$ cat src/rtl/frrm_pkg.sv
// ----------------------------------------------------------------------------
// frrm_pkg
// Shared types, codes and defaults of the flash record ring manager.
// ----------------------------------------------------------------------------
package frrm_pkg;

   localparam int SLOT_COUNT_DEF       = 4096;
   localparam int SLOTS_PER_SECTOR_DEF = 16;

   localparam logic [2:0] OPC_PUSH   = 3'd0;
   localparam logic [2:0] OPC_PEEK   = 3'd1;
   localparam logic [2:0] OPC_MARK   = 3'd2;
   localparam logic [2:0] OPC_FORMAT = 3'd3;
   localparam logic [2:0] OPC_RESCAN = 3'd4;

   localparam logic [1:0] ST_DONE     = 2'd0;
   localparam logic [1:0] ST_FOUND    = 2'd1;
   localparam logic [1:0] ST_NONE     = 2'd2;
   localparam logic [1:0] ST_DISABLED = 2'd3;

   localparam logic [1:0] FLAG_EMPTY = 2'd0;
   localparam logic [1:0] FLAG_VALID = 2'd1;
   localparam logic [1:0] FLAG_SENT  = 2'd2;

   typedef struct packed {
      logic [2:0]  opcode;
      logic [11:0] slot_to_mark;
   } req_type;

   typedef struct packed {
      logic [1:0]  status;
      logic [11:0] slot_index;
      logic [31:0] record_sequence;
      logic [4:0]  lost_records;
      logic [12:0] pending_count;
      logic [11:0] read_pointer;
      logic [11:0] write_pointer;
   } rsp_type;

   typedef enum logic [4:0] {
      OP_NOP,
      OP_LATCH,
      OP_CLEAR_INIT,
      OP_CLEAR_STEP,
      OP_FORMAT,
      OP_RES_DISABLED,
      OP_RES_NONE,
      OP_PUSH_INIT,
      OP_STEP,
      OP_PUSH_WRITE,
      OP_SEC_INIT,
      OP_SEC_STEP,
      OP_ERASE_INIT,
      OP_ERASE_STEP,
      OP_ERASE_FIX,
      OP_RPTR_FOUND,
      OP_ADDR_WR,
      OP_PEEK_INIT,
      OP_PEEK_FOUND,
      OP_PEEK_MISS,
      OP_MARK,
      OP_SCAN_INIT,
      OP_SCAN_STEP,
      OP_SCAN_FIN,
      OP_LOAD
   } dp_op_type;

   typedef struct packed {
      dp_op_type op;
   } cmd_type;

   typedef struct packed {
      logic       enabled;
      logic [2:0] opcode;
      logic       mark_ok;
      logic       total_zero;
      logic       flag_free;
      logic       flag_valid;
      logic       walk_last;
      logic       erase_last;
      logic       sec_below;
   } sts_type;

endpackage

$ cat src/rtl/frrm_ctrl.sv
// ----------------------------------------------------------------------------
// frrm_ctrl
// Sequencer that walks the slot memories and handles both handshakes.
// ----------------------------------------------------------------------------
module frrm_ctrl import frrm_pkg::*; (
   input  logic    clock,
   input  logic    reset,
   input  logic    req_valid,
   output logic    req_ready,
   output logic    rsp_valid,
   input  logic    rsp_ready,
   input  sts_type sts,
   output cmd_type cmd
);

   typedef enum logic [4:0] {
      S_CLEAR_INIT, S_CLEAR, S_IDLE, S_DECODE,
      S_PUSH_RD, S_PUSH_EV, S_SEC_FIND, S_ERASE_RD, S_ERASE_EV, S_ERASE_FIX,
      S_RPTR_CHECK, S_RPTR_RD, S_RPTR_EV, S_PUSH_STORE,
      S_PEEK_RD, S_PEEK_EV, S_SCAN_START, S_SCAN_RD, S_SCAN_EV, S_SCAN_FIN,
      S_FMT_CLEAR, S_DONE
   } state_type;

   state_type state_ff, state_in;
   logic      req_ready_ff, rsp_valid_ff;
   dp_op_type op;

   always_comb begin
      state_in = state_ff;
      op       = OP_NOP;
      case (state_ff)
         S_CLEAR_INIT: begin
            op       = OP_CLEAR_INIT;
            state_in = S_CLEAR;
         end
         S_CLEAR: begin
            op = OP_CLEAR_STEP;
            if (sts.walk_last) state_in = S_IDLE;
         end
         S_IDLE: begin
            if (req_valid) begin
               op       = OP_LATCH;
               state_in = S_DECODE;
            end
         end
         S_DECODE: begin
            state_in = S_DONE;
            if (!sts.enabled) begin
               op = OP_RES_DISABLED;
            end else begin
               case (sts.opcode)
                  OPC_PUSH: begin
                     op       = OP_PUSH_INIT;
                     state_in = S_PUSH_RD;
                  end
                  OPC_PEEK: begin
                     if (sts.total_zero) begin
                        op = OP_RES_NONE;
                     end else begin
                        op       = OP_PEEK_INIT;
                        state_in = S_PEEK_RD;
                     end
                  end
                  OPC_MARK: begin
                     if (sts.mark_ok) op = OP_MARK;
                  end
                  OPC_FORMAT: begin
                     op       = OP_FORMAT;
                     state_in = S_FMT_CLEAR;
                  end
                  OPC_RESCAN: begin
                     op       = OP_SCAN_INIT;
                     state_in = S_SCAN_RD;
                  end
                  default: begin
                  end
               endcase
            end
         end
         S_PUSH_RD: state_in = S_PUSH_EV;
         S_PUSH_EV: begin
            if (sts.flag_free) begin
               op       = OP_PUSH_WRITE;
               state_in = S_DONE;
            end else if (sts.walk_last) begin
               op       = OP_SEC_INIT;
               state_in = S_SEC_FIND;
            end else begin
               op       = OP_STEP;
               state_in = S_PUSH_RD;
            end
         end
         S_SEC_FIND: begin
            if (sts.sec_below) begin
               op = OP_SEC_STEP;
            end else begin
               op       = OP_ERASE_INIT;
               state_in = S_ERASE_RD;
            end
         end
         S_ERASE_RD: state_in = S_ERASE_EV;
         S_ERASE_EV: begin
            op       = OP_ERASE_STEP;
            state_in = sts.erase_last ? S_ERASE_FIX : S_ERASE_RD;
         end
         S_ERASE_FIX: begin
            op       = OP_ERASE_FIX;
            state_in = S_RPTR_CHECK;
         end
         S_RPTR_CHECK: begin
            if (sts.total_zero) begin
               op       = OP_ADDR_WR;
               state_in = S_PUSH_STORE;
            end else begin
               state_in = S_RPTR_RD;
            end
         end
         S_RPTR_RD: state_in = S_RPTR_EV;
         S_RPTR_EV: begin
            if (sts.flag_valid) begin
               op       = OP_RPTR_FOUND;
               state_in = S_PUSH_STORE;
            end else if (sts.walk_last) begin
               op       = OP_ADDR_WR;
               state_in = S_PUSH_STORE;
            end else begin
               op       = OP_STEP;
               state_in = S_RPTR_RD;
            end
         end
         S_PUSH_STORE: begin
            op       = OP_PUSH_WRITE;
            state_in = S_DONE;
         end
         S_PEEK_RD: state_in = S_PEEK_EV;
         S_PEEK_EV: begin
            if (sts.flag_valid) begin
               op       = OP_PEEK_FOUND;
               state_in = S_DONE;
            end else if (sts.walk_last) begin
               op       = OP_PEEK_MISS;
               state_in = S_SCAN_START;
            end else begin
               op       = OP_STEP;
               state_in = S_PEEK_RD;
            end
         end
         S_SCAN_START: begin
            op       = OP_SCAN_INIT;
            state_in = S_SCAN_RD;
         end
         S_SCAN_RD: state_in = S_SCAN_EV;
         S_SCAN_EV: begin
            op       = OP_SCAN_STEP;
            state_in = sts.walk_last ? S_SCAN_FIN : S_SCAN_RD;
         end
         S_SCAN_FIN: begin
            op       = OP_SCAN_FIN;
            state_in = S_DONE;
         end
         S_FMT_CLEAR: begin
            op = OP_CLEAR_STEP;
            if (sts.walk_last) state_in = S_DONE;
         end
         S_DONE: begin
            if (!rsp_valid_ff || rsp_ready) begin
               op       = OP_LOAD;
               state_in = S_IDLE;
            end
         end
         default: state_in = S_IDLE;
      endcase
   end

   always_ff @(posedge clock) begin
      if (reset) begin
         state_ff     <= S_CLEAR_INIT;
         req_ready_ff <= 1'b0;
         rsp_valid_ff <= 1'b0;
      end else begin
         state_ff     <= state_in;
         req_ready_ff <= state_in == S_IDLE;
         if (op == OP_LOAD) begin
            rsp_valid_ff <= 1'b1;
         end else if (rsp_ready) begin
            rsp_valid_ff <= 1'b0;
         end
      end
   end

   assign req_ready = req_ready_ff;
   assign rsp_valid = rsp_valid_ff;
   assign cmd.op    = op;

endmodule
$ cat config.mk
export PLATFORM = sky130hd
export DESIGN_NAME = frrm_ctrl
export DESIGN_NICKNAME = d
export VERILOG_FILES = /design/src/rtl/frrm_pkg.sv /design/src/rtl/frrm_ctrl.sv
export SDC_FILE = /design/constraint.sdc
export NUM_CORES = 1
export LEC_CHECK = 0
export ABC_AREA = 1
export BUFFER_PORTS_ARGS = -buffer_cell sky130_fd_sc_hd__buf_2
export CAP_MARGIN = 20
export CORE_UTILIZATION = 36
export DETAILED_ROUTE_END_ITERATION = 7
export HOLD_SLACK_MARGIN = 0.08
export REMOVE_ABC_BUFFERS = 1
export SYNTH_ARGS = -nofsm -noshare
export SYNTH_HDL_FRONTEND = slang
export SYNTH_SLANG_ARGS = --single-unit
$ cat constraint.sdc
create_clock -name clock -period 2.9 [get_ports clock]
set_input_delay 0.29 -clock clock [delete_from_list [all_inputs] [get_ports clock]]
set_output_delay 0.29 -clock clock [all_outputs]
set_load 0.005 [all_outputs]
[After elaboration in Yosys (flattened, before gate mapping)]
Index checks and enable logic that the tools add are counted.
Word-level totals
  RAM bits: 0
  bits in read-only memories: 0
  input port bits: 15
  flip-flop bits (word level): 7
  output and inout bits: 7
  latch bits: 0
  logic and storage cells: 72
  memories kept: 0
Cells by class
  $add $sub $neg: 0
  reductions and logical operators: 7
  div/mod/pow operators: 0
  equal/unequal tests: 27
  bitwise gates (word level): 0
  multipliers: 0
  shifts and indexed selects: 0
  order comparisons: 0
  mux-type cells: 35
Operators by type and width (number)
  $pmux 5 s21: 1
  $mux 5: 19
  $pmux 5 s16: 1
  $eq 5x4->1 const B: 8
  $eq 5x5->1 const B: 7
  $pmux 5 s5: 1
  $eq 5x3->1 const B: 4
  $pmux 5 s4: 1
  $eq 5x2->1 const B: 3
  $mux 3: 4
  $mux 2: 4
  $eq 3x2->1 const B: 2
  $eq 5x1->1 const B: 1
  $logic_not 5->1: 1
  $mux 4: 1
  $reduce_or 2->1: 2
  $eq 3x1->1 const B: 1
  $eq 3x3->1 const B: 1
  $logic_not 3->1: 1
  $mux 1: 3
  $reduce_bool 2->1: 1
  $logic_not 1->1: 1
  $logic_or 1x1->1: 1

[Logic depth before layout (Yosys ltp)]
  depth in word-level cells: 6
  mapped depth: 12
  mapped depth without buffers: 12

[Worst setup path before layout]
OpenSTA, ideal clock, no wires.
  kind: register to output
  start point: register state_ff[1]
  end point: output port cmd[0] (netlist name)
  data required time: 2610 ps
  stages on the path, launching flop included: 8
  data arrival time: 1177 ps
  path buffers: 0
  path slack: 1433 ps
  cells stage by stage: dfxtp_1 > nor2_1 > nand2_2 > nor2_2 > inv_2 > o21ai_0 > nor3_1 > nand3_1
RTL lines
  from (decl): line frrm_ctrl.sv:24  | state_type state_ff, state_in;
  from (signal assigned): line frrm_ctrl.sv:181  | state_ff <= state_in;
  to (decl): line frrm_ctrl.sv:13  | output cmd_type cmd

==> impl_metrics.tcl <==
set metrics [dict create \
    outcome "finished, final reports clean" \
    post_synth_xor_area_fraction 0 \
    ant_nets 0 \
    cts_buffer_depth 2 \
    wire_per_inst_um 12.6 \
    clock_skew_ns 0.00497 \
    die-area_mm2 0.00318 \
    finalMaxSlewViolations 0 \
    synth.most_common_cell "nand2_1" \
    async_flop_share 0 \
    clk_latency_ns 0.25 \
    final_nets 255 \
    syn2layout_area_growth_pct 15.3 \
    yosysWarnings 0 \
    worstSetupStartpointType "flop" \
    root_buffer "clkbuf_4" \
    cts_tree "done" \
    dpl.cell_count 266 \
    ys_top_cells_by_count "59 x nand2_1, 40 x nor2_1, 29 x inv_1, 23 x nand3_1" \
    first_pass_iters 5 \
    end_kind "primary output" \
    port_buffers 21 \
    grt_usage 0.223 \
    cap_viol_max_count 0 \
    via_count 1487 \
    vias_per_cell 5.51 \
    cts_resized 0 \
    layout-drive-gt1-share 0.176 \
    worstPathArrival_ns 1.77 \
    crit_type "reg2out" \
    vdd_drop_max_mv 0.439 \
    drt-initial-drc-count 126 \
    antenna_cells 0 \
    cts_hold_buffers 0 \
    cts.sink_count 7 \
    synthTopCellsByArea "nand2_1 21%, nor2_1 14%, dfxtp_1 13%, nand3_1 11%, inv_1 10%" \
    synthMuxAreaShare 0 \
    boundaryPins 22 \
    netlist_area_mm2 0.00106 \
    clk_pin_slew_worst_paths_ns 0.05 \
    grt_pass1_vias 1304 \
    synth_seq_cells 7 \
    worst_pin_slew_ns 0.457 \
    gp_congestion 1.04 \
    dp_hpwl_mm 2.85 \
    min_period_ns 2.06 \
    synth_top_family_by_area "simple AND/OR/NAND/NOR gates" \
    yosysTopAreaCell "nand2_1" \
    syn_inst 215 \
    placed_cell_area_mm2 0.00120 \
    synth_fa_ha_area_frac 0 \
    die_w_um 56.4 \
    synthSimpleGateAreaFrac 0.586 \
    antenna_found_initial 0 \
    wirelength_mm 3.39 \
    h-tree-depth 1 \
    synth_compound_area_frac 0.141 \
    numCtsBuffers 3 \
    core_area_mm2 0.00278 \
    overflow 0 \
    powerDensity_mw_per_mm2 698 \
    start_util 0.383 \
    drc 0 \
    synth_edf_count 0 \
    postCtsSetupBuffers 0 \
    final_cells 270 \
    synth_top_area_frac 0.208 \
    required_ns 2.61 \
    relSlewSlack 0.693 \
    setup_viol 0 \
    tns_ns 0 \
    avgSynthCellArea_um2 4.95 \
    die_h_um 56.4 \
    hold_violations 0 \
    post-route-period-util 0.710 \
    power_leakage_nw 0.727 \
    fin_util 0.441 \
    yosysUniqueCellTypes 25 \
    grt_pass1_wl_mm 5.64 \
    cp_max_fo 7 \
    design_area_mm2 0.00123 \
    yosysSeqAreaShare 0.132 \
    rows 19 \
    grt_max_degree 9 \
    power_uw 857 \
    synth_flop_cell "dfxtp_1" \
    hold_class "in2reg" \
    max_clock_freq_ghz 0.485 \
    rsz0062_at_grt "false" \
]
path summary, 6_finish.rpt:
check	slack (ns)	start	endpoint	cells after the start
worst min register to register	0.55	rsp_valid	rsp_valid	4
worst max-delay path	0.84	state_ff[0]	cmd[2]	8
worst max register to register	1.08	state_ff[4]	req_ready	11
worst min-delay path	0.26	reset	state_ff[1]	2
critical path, stage by stage, from the launching register on:
cell	delay, ns
dfxtp_1	0.37
nor2_1	0.22
nand2_2	0.14
nor2_2	0.19
inv_2	0.08
o21ai_0	0.24
nor4_1	0.07
o21ai_0	0.08
buf_2	0.13
report_power, final:
group / switching, mW / leakage [nW] / internal [mW]
clock: 0.0358 / 0.0150 / 0.0525
sequential: 0.0427 / 0.0573 / 0.123
combinational: 0.392 / 0.655 / 0.211
total: 0.471 / 0.727 / 0.386
per-layer routing:
metal  vias up  track usage  routed length, um
met5         -            0                  0
met4         0       0.0697                 77
met3        13       0.0323                343
met2        93        0.366               1520
met1       638        0.300               1450
li1        743            -                  -
sequential cells by signal, summed over array words and instances, names as in the netlist:
register / count
rsp_valid: 1
req_ready: 1
state_ff: 5
placed cells by master, fill, tap and decap left out:
master     instances
nand2_1           59
nor2_1            40
inv_1             29
nand3_1           23
buf_2             21
inv_2              8
a21oi_1            8
o21ai_0            8
dfxtp_1            7
nor2_2             5
nor3_1             5
nand4_1            5
nand2_2            4
clkbuf_4           3
o2111ai_1          2
nor2_4             1
a221oi_1           1
a31oi_1            1
nor4_1             1
a211oi_1           1
a211o_1            1
clkinv_1           1
o22ai_1            1
o211ai_1           1
nor3b_1            1
o31ai_1            1
clkbuf_1           1
cell type report:
cell class                      count  area (um2)
Clock buffer                        4        26.3
Tap cell                           31        38.8
Fill cell                         311        1550
Timing Repair Buffer               21         105
Multi-Input combinational cell    169         774
Sequential cell                     7         140
Inverter                           38         143
through the flow:
step | setup slack (ns) | hold slack, ns
after global routing | 0.672 | 0.269
after global placement | 1.05 | 0.526
after floorplan | 1.38 | 0.359
after CTS | 0.858 | 0.249
final | 0.840 | 0.263
after detailed placement | 1.12 | 0.520
cell families (layout without fill, tap and decap cells):
family,after synthesis,count (layout)
flops,7,7
compound gates,25,25
buf+inv,39,63
simple gates,144,144
Power figures use the tool's default switching activity.
